File: src/rtl/core/ptcu_pkg.sv
// Shared types, constants and helpers for the PWM timer compare unit.
package ptcu_pkg;

  localparam int DEF_NUM_CHANNELS = 5;
  localparam int DEF_TIMER_WIDTH  = 16;

  localparam int PERIOD_W    = 16;
  localparam int DUTY_W      = 16;
  localparam int CHAN_W      = 3;
  localparam int CODE_W      = 3;
  localparam int PRESCALE_W  = 8;
  localparam int LINES_W     = 5;
  localparam int COUNT_OUT_W = 16;

  localparam int IN_DATA_W  = 24;  // channel(3) + duty(16), padded to bytes
  localparam int OUT_DATA_W = 24;  // lines(5) + count(16) + wrap + ok, padded
  localparam int CFG_ADDR_W = 2;
  localparam int CFG_DATA_W = 16;

  // Configuration register indexes
  localparam logic [CFG_ADDR_W-1:0] REG_PERIOD   = 2'd0;
  localparam logic [CFG_ADDR_W-1:0] REG_PRESCALE = 2'd1;
  localparam logic [CFG_ADDR_W-1:0] REG_ENABLE   = 2'd2;

  // Word kinds carried on in_tuser
  localparam logic REQ_TICK = 1'b0;
  localparam logic REQ_DUTY = 1'b1;

  localparam logic [CODE_W-1:0] PRESCALE_CODE_MAX = 3'd7;
  localparam logic [PERIOD_W-1:0] PERIOD_RESET = 16'hFFFF;

  // Terminal count of the prescaler: 2^code - 1, code 7 gives 255.
  function automatic logic [PRESCALE_W-1:0] prescale_limit(input logic [CODE_W-1:0] code);
    logic [PRESCALE_W-1:0] lim;
    unique case (code)
      PRESCALE_CODE_MAX: lim = '1;
      default:           lim = (PRESCALE_W'(1) << code) - PRESCALE_W'(1);
    endcase
    return lim;
  endfunction

endpackage

File: src/rtl/core/pwm_timer_compare_unit.sv
// Top level: PWM timer compare unit with stream in/out and config write port.
// A result word shows on out_tdata in the cycle after its input word is taken.
// Throughput: one word per cycle; a single output register, refilled whenever
//   it drains, so in_tready stays high unless a held result is stalled.
// Reset (rst_n, synchronous, active low): period 0xFFFF, prescale code 0,
//   timer disabled, prescaler/timer zero, all channels off, output empty.
module pwm_timer_compare_unit
  import ptcu_pkg::*;
#(
  parameter int NUM_CHANNELS = DEF_NUM_CHANNELS,
  parameter int TIMER_WIDTH  = DEF_TIMER_WIDTH
) (
  input  logic                  clk,
  input  logic                  rst_n,
  // input words
  input  logic                  in_tvalid,
  output logic                  in_tready,
  input  logic [IN_DATA_W-1:0]  in_tdata,   // [2:0] channel, [18:3] duty_value, rest 0
  input  logic                  in_tuser,   // [0] req_type (0 tick, 1 duty write)
  // result words
  output logic                  out_tvalid,
  input  logic                  out_tready,
  output logic [OUT_DATA_W-1:0] out_tdata,  // [4:0] pwm_lines, [20:5] timer_count,
                                            // [21] period_wrap, [22] write_ok, [23] 0
  // configuration writes
  input  logic                  cfg_we,
  input  logic [CFG_ADDR_W-1:0] cfg_addr,
  input  logic [CFG_DATA_W-1:0] cfg_wdata
);

  // ---------------- configuration registers ----------------
  logic [PERIOD_W-1:0] period_r;
  logic [CODE_W-1:0]   code_r;
  logic                enable_r;

  always_ff @(posedge clk) begin
    if (!rst_n) begin
      period_r <= PERIOD_RESET;
      code_r   <= '0;
      enable_r <= 1'b0;
    end else if (cfg_we) begin
      unique case (cfg_addr)
        REG_PERIOD:   period_r <= cfg_wdata[PERIOD_W-1:0];
        REG_PRESCALE: code_r   <= cfg_wdata[CODE_W-1:0];
        REG_ENABLE:   enable_r <= cfg_wdata[0];
        default:      ;  // unmapped index, ignored
      endcase
    end
  end

  // ---------------- input side ----------------
  logic                  in_acc;
  logic [CHAN_W-1:0]     in_chan;
  logic [DUTY_W-1:0]     in_duty;
  logic                  tick_step;
  logic                  duty_wr;

  assign in_acc    = in_tvalid && in_tready;
  assign in_chan   = in_tdata[CHAN_W-1:0];
  assign in_duty   = in_tdata[CHAN_W +: DUTY_W];
  assign tick_step = in_acc && (in_tuser == REQ_TICK) && enable_r;
  assign duty_wr   = in_acc && (in_tuser == REQ_DUTY);

  // ---------------- datapath ----------------
  logic [TIMER_WIDTH-1:0]  count_nxt;
  logic                    wrap_nxt;
  logic                    wr_ok;
  logic [NUM_CHANNELS-1:0] lines_nxt;
  logic [LINES_W-1:0]      lines_out;

  ptcu_timebase #(
    .TIMER_WIDTH (TIMER_WIDTH)
  ) u_timebase (
    .clk       (clk),
    .rst_n     (rst_n),
    .step      (tick_step),
    .period    (period_r),
    .code      (code_r),
    .count_nxt (count_nxt),
    .wrap_nxt  (wrap_nxt)
  );

  ptcu_compare #(
    .NUM_CHANNELS (NUM_CHANNELS),
    .TIMER_WIDTH  (TIMER_WIDTH)
  ) u_compare (
    .clk       (clk),
    .rst_n     (rst_n),
    .wr_en     (duty_wr),
    .wr_chan   (in_chan),
    .wr_duty   (in_duty),
    .count_nxt (count_nxt),
    .wr_ok     (wr_ok),
    .lines_nxt (lines_nxt)
  );

  // only the low five lines are reported; fewer channels pad with zeros
  if (NUM_CHANNELS >= LINES_W) begin : g_lines_cut
    assign lines_out = lines_nxt[LINES_W-1:0];
  end else begin : g_lines_pad
    assign lines_out = LINES_W'(lines_nxt);
  end

  // count reported as its low 16 bits, zero-extended for narrow timers
  localparam int CNT_EXT_W = (TIMER_WIDTH > COUNT_OUT_W) ? TIMER_WIDTH : COUNT_OUT_W;
  logic [CNT_EXT_W-1:0] count_ext;
  assign count_ext = CNT_EXT_W'(count_nxt);

  // ---------------- output register / skid ----------------
  logic                  out_valid_r;
  logic [OUT_DATA_W-1:0] out_data_r;

  assign in_tready  = !out_valid_r || out_tready;
  assign out_tvalid = out_valid_r;
  assign out_tdata  = out_data_r;

  always_ff @(posedge clk) begin
    if (!rst_n) begin
      out_valid_r <= 1'b0;
    end else if (in_tready) begin
      out_valid_r <= in_tvalid;
    end
  end

  always_ff @(posedge clk) begin
    if (in_acc) begin
      out_data_r <= {1'b0, wr_ok, wrap_nxt, count_ext[COUNT_OUT_W-1:0], lines_out};
    end
  end

endmodule

File: src/rtl/core/ptcu_timebase.sv
// Prescaler and shared up-counting timer with period wrap.
module ptcu_timebase
  import ptcu_pkg::*;
#(
  parameter int TIMER_WIDTH = DEF_TIMER_WIDTH
) (
  input  logic                   clk,
  input  logic                   rst_n,
  input  logic                   step,        // accepted tick with timer enabled
  input  logic [PERIOD_W-1:0]    period,
  input  logic [CODE_W-1:0]      code,
  output logic [TIMER_WIDTH-1:0] count_nxt,
  output logic                   wrap_nxt
);

  localparam int CMP_W = (TIMER_WIDTH > PERIOD_W) ? TIMER_WIDTH : PERIOD_W;

  logic [PRESCALE_W-1:0]  presc_r, presc_nxt;
  logic [TIMER_WIDTH-1:0] count_r;
  logic [CMP_W-1:0]       count_ext, period_ext;
  logic                   div_done;

  assign count_ext  = CMP_W'(count_r);
  // period is masked to the timer width before the compare
  assign period_ext = CMP_W'(TIMER_WIDTH'(period));
  assign div_done   = presc_r >= prescale_limit(code);

  always_comb begin
    presc_nxt = presc_r;
    count_nxt = count_r;
    wrap_nxt  = 1'b0;
    if (step) begin
      if (div_done) begin
        presc_nxt = '0;
        if (count_ext >= period_ext) begin
          count_nxt = '0;
          wrap_nxt  = 1'b1;
        end else begin
          count_nxt = count_r + TIMER_WIDTH'(1);
        end
      end else begin
        presc_nxt = presc_r + PRESCALE_W'(1);
      end
    end
  end

  always_ff @(posedge clk) begin
    if (!rst_n) begin
      presc_r <= '0;
      count_r <= '0;
    end else begin
      presc_r <= presc_nxt;
      count_r <= count_nxt;
    end
  end

endmodule

File: src/rtl/core/ptcu_compare.sv
// Compare channel bank: duty registers, enables and line levels.
module ptcu_compare
  import ptcu_pkg::*;
#(
  parameter int NUM_CHANNELS = DEF_NUM_CHANNELS,
  parameter int TIMER_WIDTH  = DEF_TIMER_WIDTH
) (
  input  logic                    clk,
  input  logic                    rst_n,
  input  logic                    wr_en,      // accepted duty write
  input  logic [CHAN_W-1:0]       wr_chan,
  input  logic [DUTY_W-1:0]       wr_duty,
  input  logic [TIMER_WIDTH-1:0]  count_nxt,
  output logic                    wr_ok,
  output logic [NUM_CHANNELS-1:0] lines_nxt
);

  localparam int CMP_W = (TIMER_WIDTH > DUTY_W) ? TIMER_WIDTH : DUTY_W;

  logic [DUTY_W-1:0]       duty_r   [NUM_CHANNELS];
  logic [NUM_CHANNELS-1:0] active_r;

  assign wr_ok = wr_en && ({1'b0, wr_chan} < (CHAN_W+1)'(NUM_CHANNELS));

  for (genvar n = 0; n < NUM_CHANNELS; n++) begin : g_ch
    logic             hit;
    logic [DUTY_W-1:0] duty_nxt;
    logic             active_nxt;

    assign hit        = wr_en && (wr_chan == CHAN_W'(n));
    assign duty_nxt   = hit ? wr_duty : duty_r[n];
    assign active_nxt = hit | active_r[n];
    // new duty applies to this very word's result
    assign lines_nxt[n] = active_nxt && (CMP_W'(count_nxt) < CMP_W'(duty_nxt));

    always_ff @(posedge clk) begin
      if (hit) begin
        duty_r[n] <= wr_duty;
      end
    end

    always_ff @(posedge clk) begin
      if (!rst_n) begin
        active_r[n] <= 1'b0;
      end else begin
        active_r[n] <= active_nxt;
      end
    end
  end

endmodule

File: config.mk
export PLATFORM = sky130hd
export DESIGN_NAME = pwm_timer_compare_unit
export DESIGN_NICKNAME = d
export VERILOG_FILES = /design/src/rtl/core/ptcu_pkg.sv /design/src/rtl/core/pwm_timer_compare_unit.sv /design/src/rtl/core/ptcu_timebase.sv /design/src/rtl/core/ptcu_compare.sv
export SDC_FILE = /design/constraint.sdc
export NUM_CORES = 1
export LEC_CHECK = 0
export ABC_CLOCK_PERIOD_IN_PS = 5530
export BUFFER_PORTS_ARGS = -buffer_cell sky130_fd_sc_hd__clkbuf_2
export CAP_MARGIN = 15
export CORE_MARGIN = 3
export CORE_UTILIZATION = 59
export CTS_CLUSTER_SIZE = 25
export DETAILED_ROUTE_END_ITERATION = 7
export PLACE_DENSITY_LB_ADDON = 0.3
export RECOVER_POWER = 50
export SYNTH_ARGS = -nofsm -noshare
export SYNTH_HDL_FRONTEND = slang
export SYNTH_SLANG_ARGS = --single-unit
File: constraint.sdc
create_clock -name clk -period 5.53 [get_ports clk]
set_input_delay 0.2765 -clock clk [delete_from_list [all_inputs] [get_ports clk]]
set_output_delay 0.2765 -clock clk [all_outputs]
set_load 0.05 [all_outputs]
# ---- After elaboration in Yosys (flattened, before gate mapping)
# Memory sizes are Yosys's and may differ from the RTL's.
# Index checks and enable logic that the tools add are counted.
dict set report word_totals {
  mem_count 1
  ramBits 80
  elab_cells 99
  input_bits 48
  reg_bits 73
  output_inout_bits 26
}
dict set report op_classes {
  bitwise 6
  n_lt_le_gt_ge 8
  eq_ne 7
  muxes 33
  shifts 1
  reduce_logical 27
  add_sub_neg 3
}
# memory words word_bits rd rd_clocked_by_memory_dff wr line_no
set memory_table {}
lappend memory_table {u_compare.duty_r 5 16 5 0 1 ptcu_compare.sv:20} ;# logic [DUTY_W-1:0] duty_r [NUM_CHANNELS];
# op n
set ops {}
lappend ops {{16-bit two-way mux} 12}
lappend ops {{16-bit < comparator} 5}
lappend ops {{16-bit OR reduction} 4}
lappend ops {{16-bit by 1-bit adder with 16-bit output (second input constant)} 1}
lappend ops {{16-bit greater-or-equal comparator} 1}
lappend ops {{8-bit two-way mux} 2}
lappend ops {{1-bit logical AND} 15}
lappend ops {{1-bit two-way mux} 15}
lappend ops {{3-bit two-way mux} 4}
lappend ops {{8-bit by 1-bit adder with 8-bit output (second input constant)} 1}
lappend ops {{8-bit greater-or-equal comparator} 1}
lappend ops {{2-bit AND reduction} 4}
lappend ops {{1-bit by 3-bit << shifter with 8-bit output (first input constant)} 1}
lappend ops {{8-bit by 2-bit subtractor with 8-bit output (second input constant)} 1}
lappend ops {{3-bit by 2-bit == test with 1-bit output (second input constant)} 2}
lappend ops {{3-bit == test (second input constant)} 2}
lappend ops {{1-bit bitwise OR} 5}
lappend ops {{3-bit by 1-bit == test with 1-bit output (second input constant)} 1}
lappend ops {{3-bit logical NOT} 1}
lappend ops {{3-bit < comparator (second input constant)} 1}
lappend ops {{2-bit by 1-bit == test with 1-bit output (second input constant)} 1}
lappend ops {{2-bit == test (second input constant)} 1}
lappend ops {{2-bit logical NOT} 1}
lappend ops {{1-bit logical NOT} 1}
lappend ops {{2 further kinds} 2}

# ---- Depth between registers and ports, before layout
dict set report logic_depth {
  word_depth 12
  depth_mapped 22
  ltp_nobuf 20
}

# ---- By module
# A second synthesis with hierarchy kept.
dict set report unflattened {
  cells_unflattened 842
  hier_area_um2 8303.0
}
# module seq_area_each_um2 instances cells_each area_per_inst_um2
set by_module_without_submodules {}
lappend by_module_without_submodules {ptcu_compare 1701.6 1 453 4603.2}
lappend by_module_without_submodules {ptcu_timebase 480.5 1 267 2030.7}
lappend by_module_without_submodules {pwm_timer_compare_unit 1111.1 1 122 1669.1}

# ---- Worst setup path after synthesis
# OpenSTA, ideal clock, no wires.
dict set report synth_path {
  kind {reg2reg}
  start {reg code_r[1]}
  end {reg out_data_r[1], in the netlist out_tdata[1] (data pin)}
  stages_incl_launch_ff 21
  path_buffers 1
  arrival_time_ns 4.222
  path_slack_ns 1.132
  path_cell_list {dfxtp_1 > clkbuf_1 > nor2_1 > nand2_1 > ha_1 > nor2b_1 > mux2i_1 > ha_1 > and3_1 > nand2_1 > o31ai_2 > nand3_1 > or3_1 > a21oi_1 > ha_1 > and3_1 > nand4_1 > nor3_1 > a211oi_1 > o2111ai_1 > nor4_1}
}
dict set report synth_between {
  elab_chain_len 8
}
# element line_no
set synth_lines {}
lappend synth_lines {{start: declaration} pwm_timer_compare_unit.sv:33} ;# logic [CODE_W-1:0] code_r;
lappend synth_lines {{start signal: assignment} pwm_timer_compare_unit.sv:44} ;# REG_PRESCALE: code_r <= cfg_wdata[CODE_W-1:0];
lappend synth_lines {{1-bit by 3-bit << shifter with 8-bit output} ptcu_pkg.sv:37} ;# default: lim = (PRESCALE_W'(1) << code) - PRESCALE_W'(1);
lappend synth_lines {{8-bit by 2-bit subtractor with 8-bit output} ptcu_pkg.sv:37}
lappend synth_lines {{8-bit two-way mux *} ptcu_pkg.sv:35} ;# unique case (code)
lappend synth_lines {{8-bit greater-or-equal comparator *} ptcu_timebase.sv:26} ;# assign div_done = presc_r >= prescale_limit(code);
lappend synth_lines {{16-bit two-way mux *} ptcu_timebase.sv:33} ;# if (div_done) begin
lappend synth_lines {{16-bit two-way mux *} ptcu_timebase.sv:32} ;# if (step) begin
lappend synth_lines {{named net count_ext[14]} pwm_timer_compare_unit.sv:106} ;# logic [CNT_EXT_W-1:0] count_ext;
lappend synth_lines {{16-bit < comparator *} ptcu_compare.sv:34} ;# assign lines_nxt[n] = active_nxt && (CMP_W'(count_nxt) < CMP_W'(duty_nxt));
lappend synth_lines {{1-bit logical AND *} ptcu_compare.sv:34}
lappend synth_lines {{named net lines_nxt[1]} pwm_timer_compare_unit.sv:68} ;# logic [NUM_CHANNELS-1:0] lines_nxt;
lappend synth_lines {{end signal: assignment} pwm_timer_compare_unit.sv:127} ;# out_data_r <= {1'b0, wr_ok, wrap_nxt, count_ext[COUNT_OUT_W-1:0], lines_out};
lappend synth_lines {{end: declaration} pwm_timer_compare_unit.sv:111} ;# logic [OUT_DATA_W-1:0] out_data_r;
# The timed path passes the listed nets; every way through them passes the cells marked *.
# A chain may end at the register's enable or synchronous reset.

# ---- Worst setup path after layout
dict set report layout_path {
  start {reg code_r[1]}
  end {reg out_data_r[3], in the netlist out_tdata[3] (data pin)}
}
# The elaborated chain is that of the path after synthesis.

==> impl_results.md <==
- Status: completed
- Maxcap violations: 0
- Power share of the clock group: 37.0%
- Rows: 42
- Routed wire length per instance: 15.8 um
- Layout net count: 1042
- Tmin final: 5.10 ns
- Worst setup margin: 0.432 ns
- Area of the multi-input gates: 0.00424 mm2
- CTS tree: yes
- Combinational power share: 18.0%
- Mapped cell area: 0.00807 mm2
- Slew Viols, Final: 0
- GRT Total Usage: 23.8%
- Most common cell after layout, fill and taps aside: dfxtp_1
- DR vias/cell: 5.61
- Portion of synthesized cell area occupied by the leading cell type: 32.3%
- # fillers: 1102
- # setup viols final: 0
- Slew @ Worst Pin: 1.12 ns
- Total congestion overflow: 0
- Syn_nets: 976
- Arr. time, crit path: 5.32 ns
- Core area: 0.0133 mm2
- Internal power: 2.17 mW
- Maximum VDD drop: 0.234 mV
- Clock Latency Late Sink: 0.44 ns
- Total negative slack: 0 ns
- Top_reg_cell synth: dfxtp_1
- Hold Vio Cnt, Final: 0
- Crit path capture type: register
- DR vias: 6061
- FF/Latch Area: 0.00329 mm2
- P per Cell Area: 330 mW/mm2
- Synth top area cells: dfxtp_1 32%, ha_1 16%, mux2i_1 11%, edfxtp_1 8.6%, inv_1 4.8%
- Area grow syn2layout: 12.4%
- # port buffers: 67
- Synth cell types: 59
- CTS H-tree lvls: 4
- GR peak layer: met2
- RSZ-0062 raised after global routing: no
- Period utilization: 92.2%
- Met1 usage: 29.7%
- Initial antenna violation count: 0
- Seq/Total Area, Yosys: 40.8%
- Die Area: 0.0151 mm2
- Clock skew: 0.0118 ns
- Highest clock rate: 196 MHz
- Post-CTS Setup Bufs: 0
- YS warnings: 0
- Hold slack: 0.0634 ns
- Area leader, netlist: dfxtp_1
- Layout Cells excl Fill: 1081
- Die H: 123 um
- Clk slew on worst S/H paths: 0.06 ns
- Slew headroom: 25.5%
- WP data required: 5.75 ns
- Leakage: 5.02 nW
- Most frequent cells in the layout: 130 x dfxtp_1, 104 x inv_1, 102 x ha_1
- Post-placement worst setup slack: 0.481 ns
- DR pass1 iterations: 5
- Number of global-route vias before repair: 5863
- Diodes inserted: 0
- Post-Place Cells: 1049
- Final HPWL DP: 12500 um
- Switching power: 820 uW
- CTS buffer count: 17
- Tot Pwr: 2.99 mW
- Fraction of layout instances using a drive strength above 1: 9.06%
- Starting Density: 60.7%
- Number of synthesized register bits: 153
- DIE WIDTH: 123 um
- Switching Fraction: 27.4%
- Root Buffer Master: clkbuf_16
- CP max FO: 13
- Largest net degree at the start of global routing: 33
- HP Class: in -> reg
- GR met2 Demand/Resource: 40.5%
- CTS max path bufs: 2
- Mapped Avg Cell Area: 9.77 um2
- DR iter-0 viols: 242
- WS Path Type: reg -> reg
- Startpoint types: register
- GR Layer Usage met3: 4.57%
- EDFF count, synth: 23
- I/O pin total: 74
- Clock Sinks: 153
- DRC viols: 0
- Cells after synthesis: 826
- Remaining antenna violation count after routing: 0
- First-pass GRT wire length: 27900 um
- Routed WL: 17100 um
- Async S/R FF share, synth: 0%
- Reg power frac: 45.0%
- Routability cong.: 0.828
critical path, cell delays in order, from the launching register on:
cell and delay, ns:
dfxtp_1 0.50, nor2_1 0.13, nand2_1 0.09, ha_1 0.25, nor2b_1 0.20, mux2i_1 0.09
ha_1 0.29, a21o_1 0.18, a221oi_1 0.42, nand2b_1 0.23, nand2_1 0.16, and2_1 0.31
a21oi_1 0.58, ha_1 0.36, and3_1 0.19, nand4_1 0.17, nor3_1 0.11, a21oi_1 0.15
o221ai_1 0.13, a311oi_1 0.34
synth_stat cells (all sizes together), types with 11 or more instances:
library cell  count
o21ai            12
inv             104
clkbuf           14
buf              13
nand2            44
a21oi            36
mux2i            85
nand3            22
and3             16
edfxtp           23
nor2b            13
nand4            23
nor2             43
dfxtp           130
ha              102
xor2             15
o211ai           18
nor3             11
a21o             22
metrics by stage:
stage / util (%) / instance area [um2]
2_1_floorplan: - / 8070
3_3_place_gp: 64.3 / 8550
3_5_place_dp: 64.3 / 8550
4_1_cts: 68.6 / 9120
5_1_grt: 68.2 / 9070
6_report: 68.2 / 9070
power by group through the flow:
stage | Clock (mW) | Combinational [mW] | Sequential, mW
final | 1.11 | 0.539 | 1.35
after global routing | 1.17 | 0.621 | 1.36
after CTS | 1.12 | 0.545 | 1.35
after detailed placement | 0 | 0.536 | 1.37
after global placement | 0 | 0.514 | 1.36
after floorplan | 0 | 0.369 | 1.39
metal layers:
metal	part of all wire [%]	vias to the layer above
li1	-	3050
met1	45	2864
met2	49	122
met3	4.1	25
met4	1.7	0
met5	0	-
logic make-up (layout without fill, tap and decap cells):
group                    count (synthesis)  count (layout)  share of synthesized area (%)
AND/OR/NAND/NOR                        210             210                           13.7
flip-flops                             153             153                           40.8
buffers and inverters                  131             210                           6.50
AO/OA/AOI/OAI                          125             125                           10.4
adder cells (fa/ha/maj)                102             102                           15.8
multiplexers                            87              87                           10.9
XOR/XNOR                                17              17                           1.85
other                                    1               1                         0.0465
what timing repair did:
item | in CTS | in global routing
hold buffers | 0 | 0
resized for setup | 0 | 1
endpoints found under the setup margin | 0 | 1
path summary, 6_finish.rpt:
check / slack, ns / end / from / cells after the start
worst max-delay path: 0.43 / out_tdata[3]$_DFFE_PP_ / code_r[1]$_SDFFE_PN0P_ / 19
worst min-delay path: 0.06 / period_r[10]$_SDFFE_PN1P_ / cfg_wdata[10] / 3
worst max register to register: 0.43 / out_tdata[3]$_DFFE_PP_ / code_r[1]$_SDFFE_PN0P_ / 19
worst min register to register: 0.46 / u_compare.duty_r[0][0]$_DFF_P_ / u_compare.duty_r[0][0]$_DFF_P_ / 2
registers in the layout, summed over array words and instances (netlist names):
register,count
u_compare.active_r,5
out_tvalid,1
period_r,16
out_tdata,23
enable_r,1
u_timebase.presc_r,8
u_timebase.count_ext,16
u_compare.duty_r,80
code_r,3
area by class of cell:
cell class	count	area share, %
well taps	176	2.43
multi-input cells	542	46.8
repair buffers	74	3.84
inverters	104	4.30
flip-flops and latches	153	36.3
clock buffers	26	5.96
clock inverters	6	0.386
Note: power is estimated with default switching activity, not from simulation.
